## src/design/mpct_pkg.sv

```systemverilog
// Shared types and constants for the mouse packet cursor tracker.
// No dependencies; used by mpct_cursor_step and mouse_packet_cursor_tracker_core.
package mpct_pkg;

    // Width of every configuration register and of the cursor result fields.
    localparam int REG_BITS = 10;
    localparam int REG_COUNT = 8;
    localparam int REG_ADDR_BITS = 3;
    localparam int ICON_COUNT = 3;

    // Acknowledge byte that the mouse returns to commands.
    localparam logic [7:0] ACK_CODE = 8'hFA;

    // Bit positions inside the status byte.
    localparam int STAT_LEFT_BIT = 0;
    localparam int STAT_XSIGN_BIT = 4;
    localparam int STAT_YSIGN_BIT = 5;

    // Icon result code when nothing is clicked.
    localparam logic [1:0] ICON_NONE = 2'd3;

    // Register reset values.
    localparam logic [REG_BITS-1:0] X_MAX_RESET = 10'd304;
    localparam logic [REG_BITS-1:0] Y_MAX_RESET = 10'd191;

    // Configuration register indexes.
    typedef enum logic [REG_ADDR_BITS-1:0] {
        REG_X_MAX   = 3'd0,
        REG_Y_MAX   = 3'd1,
        REG_ICON0_X = 3'd2,
        REG_ICON0_Y = 3'd3,
        REG_ICON1_X = 3'd4,
        REG_ICON1_Y = 3'd5,
        REG_ICON2_X = 3'd6,
        REG_ICON2_Y = 3'd7
    } reg_index_t;

    // Packet byte phase, one-hot.
    typedef enum logic [2:0] {
        PH_STATUS = 3'b001,
        PH_XDATA  = 3'b010,
        PH_YDATA  = 3'b100
    } phase_t;

    typedef logic [REG_BITS-1:0] reg_word_t;

endpackage

```

## src/design/mpct_cursor_step.sv

```systemverilog
// Cursor update for one complete packet: delta sign extension, add and clamp,
// motion detect and icon hit test. Pure combinational; depends on mpct_pkg.
module mpct_cursor_step #(
    parameter int COORD_BITS = 10,
    parameter int ICON_W = 32,
    parameter int ICON_H = 32
) (
    input  logic [COORD_BITS-1:0] pos_x,
    input  logic [COORD_BITS-1:0] pos_y,
    input  logic [7:0]            status_byte,
    input  logic [7:0]            x_byte,
    input  logic [7:0]            y_byte,
    input  mpct_pkg::reg_word_t   x_max,
    input  mpct_pkg::reg_word_t   y_max,
    input  mpct_pkg::reg_word_t   icon_x [mpct_pkg::ICON_COUNT],
    input  mpct_pkg::reg_word_t   icon_y [mpct_pkg::ICON_COUNT],
    output logic [COORD_BITS-1:0] new_x,
    output logic [COORD_BITS-1:0] new_y,
    output logic                  moved,
    output logic [1:0]            icon_hit
);

    // Working width: covers the coordinate or register range plus sign and carry.
    localparam int BASE_BITS =
        (COORD_BITS > mpct_pkg::REG_BITS) ? COORD_BITS : mpct_pkg::REG_BITS;
    localparam int SW = BASE_BITS + 2;
    localparam logic [SW-1:0] COORD_CAP = SW'((64'd1 << COORD_BITS) - 64'd1);
    localparam logic [SW-1:0] ICON_W_EXT = SW'(ICON_W);
    localparam logic [SW-1:0] ICON_H_EXT = SW'(ICON_H);

    logic signed [SW-1:0] dx;
    logic signed [SW-1:0] dy;
    logic signed [SW-1:0] sum_x;
    logic signed [SW-1:0] sum_y;
    logic [SW-1:0]        lim_x;
    logic [SW-1:0]        lim_y;
    logic [SW-1:0]        cfg_x_ext;
    logic [SW-1:0]        cfg_y_ext;
    logic [SW-1:0]        nx_ext;
    logic [SW-1:0]        ny_ext;
    logic [SW-1:0]        ix_ext;
    logic [SW-1:0]        iy_ext;
    logic                 hit_found;
    logic                 left;

    // Sign-extend the 9-bit deltas using the sign bits of the status byte.
    assign dx = $signed({{(SW-8){status_byte[mpct_pkg::STAT_XSIGN_BIT]}}, x_byte});
    assign dy = $signed({{(SW-8){status_byte[mpct_pkg::STAT_YSIGN_BIT]}}, y_byte});

    // X moves right with a positive delta; screen Y grows downward.
    assign sum_x = $signed({{(SW-COORD_BITS){1'b0}}, pos_x}) + dx;
    assign sum_y = $signed({{(SW-COORD_BITS){1'b0}}, pos_y}) - dy;

    // The limit is the configured max, capped at the coordinate range.
    assign cfg_x_ext = {{(SW-mpct_pkg::REG_BITS){1'b0}}, x_max};
    assign cfg_y_ext = {{(SW-mpct_pkg::REG_BITS){1'b0}}, y_max};
    assign lim_x = (cfg_x_ext < COORD_CAP) ? cfg_x_ext : COORD_CAP;
    assign lim_y = (cfg_y_ext < COORD_CAP) ? cfg_y_ext : COORD_CAP;

    // Clamp each coordinate to the range from zero to its limit.
    always_comb begin
        if (sum_x[SW-1]) begin
            new_x = '0;
        end else if ($unsigned(sum_x) >= lim_x) begin
            new_x = lim_x[COORD_BITS-1:0];
        end else begin
            new_x = sum_x[COORD_BITS-1:0];
        end
        if (sum_y[SW-1]) begin
            new_y = '0;
        end else if ($unsigned(sum_y) >= lim_y) begin
            new_y = lim_y[COORD_BITS-1:0];
        end else begin
            new_y = sum_y[COORD_BITS-1:0];
        end
    end

    assign moved = (new_x != pos_x) || (new_y != pos_y);
    assign left = status_byte[mpct_pkg::STAT_LEFT_BIT];

    // Left down: lowest-numbered icon holding the new cursor wins; full-width compares.
    assign nx_ext = {{(SW-COORD_BITS){1'b0}}, new_x};
    assign ny_ext = {{(SW-COORD_BITS){1'b0}}, new_y};

    always_comb begin
        icon_hit = mpct_pkg::ICON_NONE;
        hit_found = 1'b0;
        ix_ext = '0;
        iy_ext = '0;
        for (int k = 0; k < mpct_pkg::ICON_COUNT; k++) begin
            ix_ext = {{(SW-mpct_pkg::REG_BITS){1'b0}}, icon_x[k]};
            iy_ext = {{(SW-mpct_pkg::REG_BITS){1'b0}}, icon_y[k]};
            if (left && !hit_found &&
                nx_ext >= ix_ext && nx_ext < ix_ext + ICON_W_EXT &&
                ny_ext >= iy_ext && ny_ext < iy_ext + ICON_H_EXT) begin
                icon_hit = 2'(k);
                hit_found = 1'b1;
            end
        end
    end

endmodule

```

## src/design/mouse_packet_cursor_tracker_core.sv

```systemverilog
// Top level of the mouse packet cursor tracker: input register, packet state,
// configuration registers and result register. Depends on mpct_pkg and mpct_cursor_step.

// Takes PS/2 mouse bytes on the s_ channel and gives one result transfer on the m_
// channel for every completed three-byte packet; an acknowledge byte (0xFA) where a
// packet should start is dropped. Each byte is held in the input register and the
// packet math then runs combinationally into the result register, so the block
// accepts one byte per cycle except while a byte that completes a packet waits; it
// waits in the input register only while the result register still holds an
// untaken result. Configuration registers are written through cfg_we/cfg_addr/cfg_wdata
// and must only be changed while the block is idle.
module mouse_packet_cursor_tracker_core #(
    parameter int COORD_BITS = 10,
    parameter int ICON_W = 32,
    parameter int ICON_H = 32
) (
    input  logic                                 aclk,
    input  logic                                 aresetn,
    // Configuration write port.
    input  logic                                 cfg_we,
    input  logic [mpct_pkg::REG_ADDR_BITS-1:0]   cfg_addr,
    input  logic [mpct_pkg::REG_BITS-1:0]        cfg_wdata,
    // Byte input channel.
    input  logic                                 s_valid,
    output logic                                 s_ready,
    input  logic [7:0]                           s_rx_byte,
    // Result channel.
    output logic                                 m_valid,
    input  logic                                 m_ready,
    output logic [mpct_pkg::REG_BITS-1:0]        m_cursor_x,
    output logic [mpct_pkg::REG_BITS-1:0]        m_cursor_y,
    output logic                                 m_moved,
    output logic                                 m_left_button,
    output logic [1:0]                           m_icon_hit
);

    mpct_pkg::reg_word_t x_max_reg;
    mpct_pkg::reg_word_t y_max_reg;
    mpct_pkg::reg_word_t icon_x_reg [mpct_pkg::ICON_COUNT];
    mpct_pkg::reg_word_t icon_y_reg [mpct_pkg::ICON_COUNT];

    logic                  in_valid_reg;
    logic [7:0]            in_byte_reg;
    mpct_pkg::phase_t      phase_reg;
    mpct_pkg::phase_t      phase_next;
    logic [7:0]            status_reg;
    logic [7:0]            xbyte_reg;
    logic [COORD_BITS-1:0] pos_x_reg;
    logic [COORD_BITS-1:0] pos_y_reg;

    logic                  out_valid_reg;
    mpct_pkg::reg_word_t   out_x_reg;
    mpct_pkg::reg_word_t   out_y_reg;
    logic                  out_moved_reg;
    logic                  out_left_reg;
    logic [1:0]            out_hit_reg;

    logic                  is_final_byte;
    logic                  out_free;
    logic                  step_fire;
    logic                  packet_done;
    logic [COORD_BITS-1:0] new_x;
    logic [COORD_BITS-1:0] new_y;
    logic                  new_moved;
    logic [1:0]            new_hit;

    // Configuration registers; indexes beyond the list do not exist at this width.
    always_ff @(posedge aclk) begin
        if (!aresetn) begin
            x_max_reg <= mpct_pkg::X_MAX_RESET;
            y_max_reg <= mpct_pkg::Y_MAX_RESET;
            for (int k = 0; k < mpct_pkg::ICON_COUNT; k++) begin
                icon_x_reg[k] <= '0;
                icon_y_reg[k] <= '0;
            end
        end else if (cfg_we) begin
            unique case (mpct_pkg::reg_index_t'(cfg_addr))
                mpct_pkg::REG_X_MAX:   x_max_reg <= cfg_wdata;
                mpct_pkg::REG_Y_MAX:   y_max_reg <= cfg_wdata;
                mpct_pkg::REG_ICON0_X: icon_x_reg[0] <= cfg_wdata;
                mpct_pkg::REG_ICON0_Y: icon_y_reg[0] <= cfg_wdata;
                mpct_pkg::REG_ICON1_X: icon_x_reg[1] <= cfg_wdata;
                mpct_pkg::REG_ICON1_Y: icon_y_reg[1] <= cfg_wdata;
                mpct_pkg::REG_ICON2_X: icon_x_reg[2] <= cfg_wdata;
                mpct_pkg::REG_ICON2_Y: icon_y_reg[2] <= cfg_wdata;
                default: ;
            endcase
        end
    end

    // Handshake: the held byte moves on unless it completes a packet and the
    // result register is still occupied.
    assign is_final_byte = (phase_reg == mpct_pkg::PH_YDATA);
    assign out_free      = !out_valid_reg || m_ready;
    assign step_fire     = in_valid_reg && (!is_final_byte || out_free);
    assign packet_done   = step_fire && is_final_byte;
    assign s_ready       = !in_valid_reg || step_fire;

    // Input register.
    always_ff @(posedge aclk) begin
        if (!aresetn) begin
            in_valid_reg <= 1'b0;
        end else if (s_ready) begin
            in_valid_reg <= s_valid;
        end
    end

    always_ff @(posedge aclk) begin
        if (s_ready && s_valid) begin
            in_byte_reg <= s_rx_byte;
        end
    end

    // Packet phase: an acknowledge byte at packet start keeps the phase.
    always_comb begin
        unique case (phase_reg)
            mpct_pkg::PH_XDATA: phase_next = mpct_pkg::PH_YDATA;
            mpct_pkg::PH_YDATA: phase_next = mpct_pkg::PH_STATUS;
            default: begin
                phase_next = (in_byte_reg == mpct_pkg::ACK_CODE) ? mpct_pkg::PH_STATUS
                                                                 : mpct_pkg::PH_XDATA;
            end
        endcase
    end

    // Packet state and cursor position.
    always_ff @(posedge aclk) begin
        if (!aresetn) begin
            phase_reg  <= mpct_pkg::PH_STATUS;
            status_reg <= '0;
            xbyte_reg  <= '0;
            pos_x_reg  <= '0;
            pos_y_reg  <= '0;
        end else if (step_fire) begin
            phase_reg <= phase_next;
            if (phase_reg == mpct_pkg::PH_XDATA) begin
                xbyte_reg <= in_byte_reg;
            end else if (is_final_byte) begin
                pos_x_reg <= new_x;
                pos_y_reg <= new_y;
            end else if (in_byte_reg != mpct_pkg::ACK_CODE) begin
                status_reg <= in_byte_reg;
            end
        end
    end

    mpct_cursor_step #(
        .COORD_BITS (COORD_BITS),
        .ICON_W     (ICON_W),
        .ICON_H     (ICON_H)
    ) u_step (
        .pos_x       (pos_x_reg),
        .pos_y       (pos_y_reg),
        .status_byte (status_reg),
        .x_byte      (xbyte_reg),
        .y_byte      (in_byte_reg),
        .x_max       (x_max_reg),
        .y_max       (y_max_reg),
        .icon_x      (icon_x_reg),
        .icon_y      (icon_y_reg),
        .new_x       (new_x),
        .new_y       (new_y),
        .moved       (new_moved),
        .icon_hit    (new_hit)
    );

    // Result register: filled when a packet completes, emptied by an output transfer.
    always_ff @(posedge aclk) begin
        if (!aresetn) begin
            out_valid_reg <= 1'b0;
        end else if (packet_done) begin
            out_valid_reg <= 1'b1;
        end else if (m_ready) begin
            out_valid_reg <= 1'b0;
        end
    end

    always_ff @(posedge aclk) begin
        if (packet_done) begin
            out_x_reg     <= mpct_pkg::REG_BITS'(new_x);
            out_y_reg     <= mpct_pkg::REG_BITS'(new_y);
            out_moved_reg <= new_moved;
            out_left_reg  <= status_reg[mpct_pkg::STAT_LEFT_BIT];
            out_hit_reg   <= new_hit;
        end
    end

    assign m_valid       = out_valid_reg;
    assign m_cursor_x    = out_x_reg;
    assign m_cursor_y    = out_y_reg;
    assign m_moved       = out_moved_reg;
    assign m_left_button = out_left_reg;
    assign m_icon_hit    = out_hit_reg;

endmodule
```

## config.mk

```make
export PLATFORM = sky130hd
export DESIGN_NAME = mouse_packet_cursor_tracker_core
export DESIGN_NICKNAME = d
export VERILOG_FILES = /design/src/design/mpct_pkg.sv /design/src/design/mpct_cursor_step.sv /design/src/design/mouse_packet_cursor_tracker_core.sv
export SDC_FILE = /design/constraint.sdc
export NUM_CORES = 1
export LEC_CHECK = 0
export BUFFER_PORTS_ARGS = -buffer_cell sky130_fd_sc_hd__buf_2
export CAP_MARGIN = 20
export CORE_ASPECT_RATIO = 1.1
export CORE_MARGIN = 3
export CORE_UTILIZATION = 55
export CTS_CLUSTER_DIAMETER = 30
export CTS_CLUSTER_SIZE = 12
export DETAILED_ROUTE_END_ITERATION = 12
export PLACE_DENSITY = 0.8
export SLEW_MARGIN = 20
export SYNTH_ARGS = -nofsm -noshare
export SYNTH_HDL_FRONTEND = slang
export SYNTH_SLANG_ARGS = --single-unit
```

## constraint.sdc

```tcl
create_clock -name aclk -period 5.3 [get_ports aclk]
set_clock_uncertainty 0.15 [all_clocks]
set_input_delay 0 -clock aclk [delete_from_list [all_inputs] [get_ports aclk]]
set_output_delay 0 -clock aclk [all_outputs]
set_load 0.05 [all_outputs]
```

## Word-level counts from Yosys, hierarchy flattened

Cells that the tools add are included.

| word-level totals | value |
|---|---|
| register bits | 151 |
| bits of input ports | 26 |
| output and inout bits | 26 |
| word-level logic and storage cells | 113 |

| cells by class | value |
|---|---|
| $add $sub $neg | 8 |
| $lt $le $gt $ge | 16 |
| reduce and logical (&&, ||, !) cells | 39 |
| bitwise gates (word level) | 2 |
| mux-type cells | 14 |
| equality and inequality tests | 13 |

Operators with widths:

| kind | count |
|---|---|
| 10-bit by 12-bit < comparator with 1-bit output | 6 |
| 10-bit by 6-bit adder with 11-bit output (second input constant) | 6 |
| 10-bit greater-or-equal comparator | 6 |
| 10-bit two-way mux | 6 |
| 12-bit greater-or-equal comparator | 2 |
| 10-bit < comparator (second input constant) | 2 |
| 10-bit != test | 2 |
| 2-bit AND reduction | 9 |
| 1-bit logical AND | 17 |
| 3-bit == test (second input constant) | 5 |
| 11-bit by 9-bit adder with 12-bit output | 1 |
| 11-bit by 9-bit subtractor with 12-bit output | 1 |
| 3-bit by 2-bit == test with 1-bit output (second input constant) | 3 |
| 8-bit == test (second input constant) | 1 |
| 8-bit != test (second input constant) | 1 |
| 2-bit two-way mux | 3 |
| 3-bit case mux with 2 select lines | 1 |
| 1-bit zero test | 5 |
| 1-bit logical OR | 4 |
| 1-bit two-way mux | 4 |
| 4-bit AND reduction | 1 |
| 3-bit by 1-bit == test with 1-bit output (second input constant) | 1 |
| 3-bit zero test | 1 |
| 3-bit AND reduction | 1 |
| 2 further kinds | 3 |

## Longest topological paths before layout

Gate-level depths: netlist of run 1.

| logic depth | value |
|---|---|
| depth in word-level cells | 24 |
| mapped depth | 28 |
| depth with buffers taken out | 28 |

## Modules after synthesis

From an unflattened synthesis of run 1, not the netlist that was laid out.

| unflattened totals | value |
|---|---|
| cells, all modules | 1224 |
| area total of the unflattened synthesis | 10657.7 sq um |

By module, submodules not included:

| module | instances | sequential area each (sq um) | area an instance (sq um) | cells an instance |
|---|---|---|---|---|
| mouse_packet_cursor_tracker_core | 1 | 3383.2 | 5816.8 | 584 |
| mpct_cursor_step | 1 | 0.0 | 4840.9 | 640 |

## Worst setup path after synthesis of run 1

OpenSTA, ideal clock, no wires.

| timing | value |
|---|---|
| path type | register to register |
| from | register in_byte_reg[0] |
| to | register out_hit_reg[0], in the netlist m_icon_hit[0] (data pin) |
| data required time | 4.877 ns |
| path buffers | 0 |
| arrival | 5.380 ns |
| setup time | 0.273 ns |
| clock period less this slack | 5.803 ns |
| cell stages (with the launch flop) | 28 |
| path slack | -0.503 ns |
| path through | edfxtp_1 -> ha_1 -> inv_1 -> fa_1 -> a211oi_1 -> nor2_1 -> o21a_1 -> nor2_1 -> xnor2_1 -> ha_1 -> a211o_1 -> a31oi_1 -> o31ai_1 -> a21oi_1 -> a221oi_1 -> or2_2 -> a22oi_1 -> ha_1 -> nor2b_1 -> o21a_1 -> o21a_1 -> o21ai_0 -> a21oi_1 -> o2111ai_1 -> nand2_1 -> a21o_1 -> a2111oi_0 -> a32oi_1 |

| on the way | value |
|---|---|
| word-level cells in the longest chain between the ends | 21 |

RTL lines:

| item | RTL line | source |
|---|---|---|
| from (decl) | mouse_packet_cursor_tracker_core.sv:43 | `logic [7:0] in_byte_reg;` |
| from (signal assigned) | mouse_packet_cursor_tracker_core.sv:110 | `in_byte_reg <= s_rx_byte;` |
| 11-bit by 9-bit subtractor with 12-bit output (*) | mpct_cursor_step.sv:52 | `assign sum_y = $signed({{(SW-COORD_BITS){1'b0}}, pos_y}) - dy;` |
| 12-bit greater-or-equal comparator | mpct_cursor_step.sv:71 | `end else if ($unsigned(sum_y) >= lim_y) begin` |
| 10-bit two-way mux | mpct_cursor_step.sv:71 |  |
| 10-bit two-way mux (*) | mpct_cursor_step.sv:69 | `if (sum_y[SW-1]) begin` |
| 10-bit greater-or-equal comparator | mpct_cursor_step.sv:95 | `ny_ext >= iy_ext && ny_ext < iy_ext + ICON_H_EXT) begin` |
| 1-bit logical AND | mpct_cursor_step.sv:94 | `nx_ext >= ix_ext && nx_ext < ix_ext + ICON_W_EXT &&` |
| 1-bit logical AND | mpct_cursor_step.sv:95 |  |
| 1-bit two-way mux | mpct_cursor_step.sv:93 | `if (left && !hit_found &&` |
| 1-bit zero test | mpct_cursor_step.sv:93 |  |
| 1-bit logical AND (2 in a row) | mpct_cursor_step.sv:93 |  |
| 1-bit logical AND (2 in a row) | mpct_cursor_step.sv:94 |  |
| 1-bit logical AND | mpct_cursor_step.sv:95 |  |
| 1-bit two-way mux | mpct_cursor_step.sv:93 |  |
| 1-bit zero test | mpct_cursor_step.sv:93 |  |
| 1-bit logical AND (2 in a row) | mpct_cursor_step.sv:93 |  |
| 1-bit logical AND (2 in a row) | mpct_cursor_step.sv:94 |  |
| 1-bit logical AND | mpct_cursor_step.sv:95 |  |
| to (signal assigned) | mouse_packet_cursor_tracker_core.sv:184 | `out_hit_reg <= new_hit;` |
| to (decl) | mouse_packet_cursor_tracker_core.sv:56 | `logic [1:0] out_hit_reg;` |

Every way passes the cells marked *; elsewhere a longest branch is shown, timed or not.
A chain may end at the register's enable or synchronous reset.

## Final worst setup path of run 1

| timing | value |
|---|---|
| from | register pos_x_reg[0] |
| to | register out_hit_reg[0], in the netlist m_icon_hit[0] (data pin) |

| on the way | value |
|---|---|
| word-level cells in the longest chain between the ends | 23 |

RTL lines:

| item | RTL line | source |
|---|---|---|
| from (decl) | mouse_packet_cursor_tracker_core.sv:48 | `logic [COORD_BITS-1:0] pos_x_reg;` |
| from (signal assigned) | mouse_packet_cursor_tracker_core.sv:139 | `pos_x_reg <= new_x;` |
| 11-bit by 9-bit adder with 12-bit output (*) | mpct_cursor_step.sv:51 | `assign sum_x = $signed({{(SW-COORD_BITS){1'b0}}, pos_x}) + dx;` |
| 12-bit greater-or-equal comparator | mpct_cursor_step.sv:64 | `end else if ($unsigned(sum_x) >= lim_x) begin` |
| 10-bit two-way mux | mpct_cursor_step.sv:64 |  |
| 10-bit two-way mux (*) | mpct_cursor_step.sv:62 | `if (sum_x[SW-1]) begin` |
| net new_x[1] | mouse_packet_cursor_tracker_core.sv:62 | `logic [COORD_BITS-1:0] new_x;` |
| 10-bit greater-or-equal comparator | mpct_cursor_step.sv:94 |  |
| 1-bit logical AND | mpct_cursor_step.sv:93 |  |
| 1-bit logical AND (2 in a row) | mpct_cursor_step.sv:94 |  |
| [... 3 more ...] | n/a |  |
| 1-bit logical AND (2 in a row) | mpct_cursor_step.sv:93 |  |
| 1-bit logical AND (2 in a row) | mpct_cursor_step.sv:94 |  |
| 1-bit logical AND | mpct_cursor_step.sv:95 |  |
| 1-bit two-way mux | mpct_cursor_step.sv:93 |  |
| 1-bit zero test | mpct_cursor_step.sv:93 |  |
| 1-bit logical AND (2 in a row) | mpct_cursor_step.sv:93 |  |
| 1-bit logical AND (2 in a row) | mpct_cursor_step.sv:94 |  |
| 1-bit logical AND | mpct_cursor_step.sv:95 |  |

Mark *: on every way through the listed nets, which the timed path passes. The rest lies on a longest branch.

==> reports/results.ini, run 1 <==
[power_and_ir_drop]
switching_share=0.266
switchingPower_mw=0.808
p_total_mw=3.04
p_clk_frac=0.432
power.density_nw_per_um2=243
pwr-share-seq=0.393
p_comb_frac=0.175
leakage_nw=5.31
internal-power_mw=2.23
vdd_drop_max_mv=0.257

[timing]
final-setup-viol-count=2
period_needed_ns=5.52
min_period_over_period=1.04
rsz0062_at_grt=true
drv_slew=0
finalWorstSetupSlack_ns=-0.218
hold_violations=0
holdWs_ns=0.0333
relSlewSlack=0.470
worstMarginPinSlew_ns=0.796
fmax_ghz=0.181

[die]
dieHeight_um=146
start_util=0.571
die-area_um2=19600
num_rows=50
core-area_um2=17300
io_pins=52
die_w_um=134

[routing]
ant_nets=0
wirelength_um=28900
post_drt_via_cell_ratio=5.92
drc=0
vias=9312
firstDrtPassIters=6
wl_per_cell_um=18.3
drt_iter0_drc=747

[clock_tree]
clock-sinks=148
clkSlewWorstSetupHoldPaths_ns=0.06
cts_tree=built
h-tree-depth=4
numCtsBuffers=17
insertion_delay_ns=0.44
cts_max_path_buffers=2
clock-root-buffer=clkbuf_16

[setup_path]
arrival_ns=5.65
critical_path.max_stage_delay_ns=0.39
cp-start-kind=flip-flop
critPathRequiredTime_ns=5.43
endpoint_kind=flip-flop
crit_fanout=4
critPathKind=reg2reg
path_buf_inv=0
slowest_stage=fa_2
path_cells=ha_4, fa_2, a211oi_2, o21bai_1, a21oi_1, xnor2_1, ha_1, a21o_1, nand2_1, a31oi_2, or3_4, a21oi_4, mux2i_4, nor2_4, ha_4, nor2b_1, o21a_1, o21a_1, o21ai_2, a31oi_1, a211o_1, a2111oi_4, a2111oi_4, a32oi_1
cp_top_family=compound AO/OA/AOI/OAI gates

[finish]
final_core_util=0.724
area_growth_pct=26.9
nFillCells=1243
final_cells=1574
antenna_cells=0
final_nets=1493
drive_gt1_frac=0.224

[yosys]
avgSynthCellArea_um2=8.62
syn_nets=1310
synth_area_um2=9860
ys_types=63
ys_seq_area_frac=0.333
yosys_warnings=0
synthCells=1144
ys_async_sr_fraction=0
synth_edf_count=32
synth_seq_cells=148
ys.flop_type=dfxtp_1

[run_status]
status=complete, but fails checks
violations=setup timing

[grt]
grt_pass1_wl_um=45300
grt.total_usage=0.290
grt_max_degree=62
grt_pass1_vias=9182
antenna_found_initial=0
grt_overflow_total=0

[flow_run]
max_cap_violations=0

[placed_design]
dp_cells=1503
hpwl_um=19400
place_congestion=0.959
portBuffers=51

[min_path]
holdCritPathClass=in2reg

routing by layer:
| metal | GRT usage | vias to the layer above | share of wire |
|---|---|---|---|
| li1 | - | 4397 | - |
| met1 | 0.340 | 4431 | 0.40 |
| met2 | 0.515 | 382 | 0.49 |
| met3 | 0.0510 | 102 | 0.064 |
| met4 | 0.133 | 0 | 0.045 |
| met5 | 0 | - | 0 |
worst register-to-register path, stage by stage (launching register included):
cell and delay (ns):
dfxtp_2 0.33, ha_4 0.17, fa_2 0.39, a211oi_2 0.26, o21bai_1 0.10, a21oi_1 0.16
xnor2_1 0.18, ha_1 0.31, a21o_1 0.19, nand2_1 0.07, a31oi_2 0.10, or3_4 0.35
a21oi_4 0.17, mux2i_4 0.30, nor2_4 0.10, ha_4 0.22, nor2b_1 0.13, o21a_1 0.18
o21a_1 0.19, o21ai_2 0.22, a31oi_1 0.14, a211o_1 0.29, a2111oi_4 0.39, a2111oi_4 0.05
a32oi_1 0.19
cells by family after synthesis:
family	synth area share
multiplexers	0.0152
flip-flops	0.333
AO/OA/AOI/OAI	0.207
buffers and inverters	0.0575
adder cells (fa/ha/maj)	0.179
AND/OR/NAND/NOR	0.170
XOR/XNOR	0.0382
layout by cell type, fill, tap and decap left out, types with 32 or more instances in the layout:
| cell | n |
|---|---|
| dfxtp_1 | 110 |
| buf_2 | 51 |
| nand3_1 | 43 |
| a21oi_1 | 38 |
| inv_1 | 105 |
| ha_1 | 129 |
| nand2_1 | 184 |
| a21boi_0 | 71 |
| edfxtp_1 | 32 |
| nor2_1 | 33 |
| buf_4 | 128 |
final timing paths:
| kind | startpoint | endpoint | slack (ns) | depth (start not counted) |
|---|---|---|---|---|
| setup / recovery | pos_x_reg[0]$_SDFFE_PN0P_ | m_icon_hit[0]$_SDFFCE_PP0P_ | -0.22 | 24 |
| hold / removal | cfg_addr[1] | icon_x_reg[0]$_SDFFE_PN0P_ | 0.03 | 5 |
| setup reg to reg | pos_x_reg[0]$_SDFFE_PN0P_ | m_icon_hit[0]$_SDFFCE_PP0P_ | -0.22 | 24 |
| hold reg to reg | icon_x_reg[4]$_SDFFE_PN0P_ | icon_x_reg[4]$_SDFFE_PN0P_ | 0.31 | 2 |
through the flow:
step	TNS, ns	cell area, um2	worst slack (ns)
2_1_floorplan	-0.0336	9920	-0.0336
3_3_place_gp	-0.654	11200	-0.359
3_5_place_dp	-0.830	11200	-0.436
4_1_cts	-0.256	12300	-0.143
5_1_grt	-0.792	12500	-0.392
6_report	-0.350	12500	-0.218
cell usage after synthesis (13+ instances only):
master | n | area [um2]
nand2_1 | 186 | 698
ha_1 | 138 | 1730
dfxtp_1 | 116 | 2320
inv_1 | 111 | 417
a21boi_0 | 72 | 541
nand3_1 | 44 | 220
a21oi_1 | 43 | 215
nor2_1 | 37 | 139
o21ai_0 | 34 | 170
edfxtp_1 | 32 | 961
xnor2_1 | 32 | 280
nor2b_1 | 29 | 181
clkbuf_1 | 24 | 90.1
o21a_1 | 24 | 180
a21o_1 | 18 | 135
mux2i_1 | 15 | 150
a211oi_1 | 13 | 97.6
o211ai_1 | 13 | 97.6
repair_timing:
| item | CTS | global route |
|---|---|---|
| gates resized for setup | 49 | 35 |
| endpoints found under the hold margin | 94 | 0 |
| pin swaps | 35 | 25 |
| setup endpoints to repair | 3 | 3 |
| setup buffers | 10 | 7 |
| cloned | 0 | 0 |
| hold buffers | 22 | 0 |
power groups by stage:
stage | Clock [mW] | Sequential, mW | Combinational [mW]
floorplan | 0 | 1.21 | 0.280
global placement | 0 | 1.22 | 0.424
detailed placement | 0 | 1.22 | 0.434
CTS | 1.31 | 1.19 | 0.485
global route | 1.36 | 1.20 | 0.574
finish | 1.31 | 1.19 | 0.532
cell type report:
cell class | instances | area [um2] | share of cell area
inverter | 111 | 417 | 0.0333
sequential | 148 | 3290 | 0.263
clock inverter | 10 | 140 | 0.0112
clock buffer | 22 | 497 | 0.0397
tap | 234 | 293 | 0.0234
multi-input combinational | 848 | 6430 | 0.514
timing repair buffer | 201 | 1440 | 0.115
(Power assumes the default switching activity.)
==> run 2: changes to the inputs <==
Settings changed: PLACE_DENSITY 0.8 to default, PLACE_DENSITY_LB_ADDON from default to 0.3.
==> run 2 against run 1 <==
Effect of this change:
- the flow still finishes with violations (setup timing)
- combinational power fell by 2%
- via count is 1.7% lower
- first-iteration DRC count decreased by 18%
- final cell count increased by 1.1%
- largest cell class unchanged
==> reports/results.ini, run 2 (synthesized netlist as in run 1, its figures left out) <==
[setup_path]
r2r_slack_ns=-0.34
critPathRequiredTime_ns=5.33
crit_fanout=4
worstReg2RegEnd=m_icon_hit[1]$_SDFFCE_PP1P_
endpoint_kind=flip-flop
critPathKind=reg2reg
startpoint=pos_x_reg[0]$_SDFFE_PN0P_
cp-start-kind=flip-flop
r2r_start=pos_x_reg[0]$_SDFFE_PN0P_
arrival_ns=5.67
worst_r2r_path_depth=26

[timing]
drv_slew=0
min_period_over_period=1.06
hold_violations=0
finalWorstSetupSlack_ns=-0.343
worstMarginPinSlew_ns=1.06
relSlewSlack=0.288
period_needed_ns=5.64
final-setup-viol-count=2
holdWs_ns=0.0439
rsz0062_at_grt=true
tns_ns=-0.644
fmax_ghz=0.177

[finish]
final_cells=1592
final_core_util=0.725
drive_gt1_frac=0.221
final_nets=1511
antenna_cells=0
design_area_um2=12500
area_growth_pct=27.0
final_cell_mix=nand2_1, buf_4, ha_1
final_common_cell=nand2_1

[grt]
grt_pass1_vias=8891
grt_max_degree=71
antenna_found_initial=0
grt_pass1_wl_um=44000
grt.total_usage=0.280
grt_overflow_total=0

[routing]
wirelength_um=27800
drc=0
drt_iter0_drc=611
ant_nets=0
wl_per_cell_um=17.5
post_drt_via_cell_ratio=5.75
vias=9150
firstDrtPassIters=5

[power_and_ir_drop]
internal-power_mw=2.07
vdd_drop_max_mv=0.256
p_clk_frac=0.398
pwr-share-seq=0.419
switchingPower_mw=0.788
p_comb_frac=0.184
power.density_nw_per_um2=228
switching_share=0.276
p_total_mw=2.85
leakage_nw=5.37

[clock_tree]
clkSlewWorstSetupHoldPaths_ns=0.06
cts_tree=built
h-tree-depth=4
numCtsBuffers=17
cts_max_path_buffers=2
clock-root-buffer=clkbuf_16
clock-sinks=148
insertion_delay_ns=0.42

[min_path]
holdCritPathClass=in2reg
hold_depth=5
worstHoldEndpoint=y_max_reg[0]$_SDFFE_PN1P_
hp-start=cfg_addr[2]

[run_status]
violations=setup timing
status=complete, but fails checks

[die]
dieHeight_um=146
die-area_um2=19600
die_w_um=134
io_pins=52
core-area_um2=17300
start_util=0.571
num_rows=50

[placed_design]
place_congestion=0.921
hpwl_um=19200
portBuffers=51
dp_slack_ns=-0.468
dp_cells=1517
placed_area_um2=11300

[flow_run]
max_cap_violations=0

run 2: cell count changes in the layout (fill, tap and decap cells not counted), sizes merged:
cell / change
bufinv: -2
buf: +14
inv: -1
dlygate4sd3: +4
clkbuf: -2
clkinvlp: +2
clkinv: +3
run 2: critical path: stages, from the launching register on:
cell and delay, ns:
dfxtp_2 0.34, ha_4 0.16, fa_2 0.34, a211oi_2 0.29
o21bai_1 0.12, a21oi_1 0.16, xnor2_1 0.19, ha_1 0.33
a21o_1 0.21, nand2_1 0.10, a31oi_2 0.11, buf_4 0.16
nor4b_2 0.30, o22ai_2 0.16, buf_4 0.20, a22oi_2 0.21
inv_1 0.10, ha_1 0.32, and3_1 0.17, nand3_1 0.12
a31oi_1 0.24, a2111oi_2 0.06, buf_4 0.14, nor4_1 0.26
buf_4 0.15, nand3_1 0.11, a21boi_1 0.17
run 2: power by group through the flow:
stage	logic [mW]	registers [mW]	clock network [mW]
after floorplan	0.280	1.21	0
after global placement	0.436	1.22	0
after detailed placement	0.447	1.22	0
after CTS	0.489	1.19	1.14
after global routing	0.571	1.20	1.20
final	0.524	1.19	1.14
run 2: final cells by class:
| type | instances | area [um2] |
|---|---|---|
| Sequential cell | 148 | 3290 |
| Clock inverter | 12 | 106 |
| Inverter | 111 | 417 |
| Clock buffer | 20 | 437 |
| Fill cell | 1255 | 4750 |
| Multi-Input combinational cell | 848 | 6380 |
| Timing Repair Buffer | 219 | 1600 |
| Tap cell | 234 | 293 |
run 2: metal layers:
metal,wire (um),part of all wire,track usage,vias up
li1,-,-,-,4428
met1,11700,0.42,0.355,4321
met2,13300,0.48,0.460,320
met3,1580,0.057,0.0472,81
met4,1230,0.044,0.140,0
met5,0,0,0,-
run 2: what timing repair did:
action,in CTS,in global routing
endpoints found under the hold margin,98,1
resized for setup,32,41
hold buffers,25,1
setup buffers,11,8
cloned,0,0
endpoints found under the setup margin,3,3
pin swaps,35,35
run 2: worst max path at each step:
stage,cells after the start,end,slack (ns)
detailed placement,28,m_icon_hit[1]$_SDFFCE_PP1P_,-0.47
floorplan,26,m_icon_hit[0]$_SDFFCE_PP0P_,-0.03
global route,26,m_icon_hit[1]$_SDFFCE_PP1P_,-0.60
global placement,27,m_icon_hit[1]$_SDFFCE_PP1P_,-0.41
CTS,27,m_icon_hit[0]$_SDFFCE_PP0P_,-0.23
finish,26,m_icon_hit[1]$_SDFFCE_PP1P_,-0.34
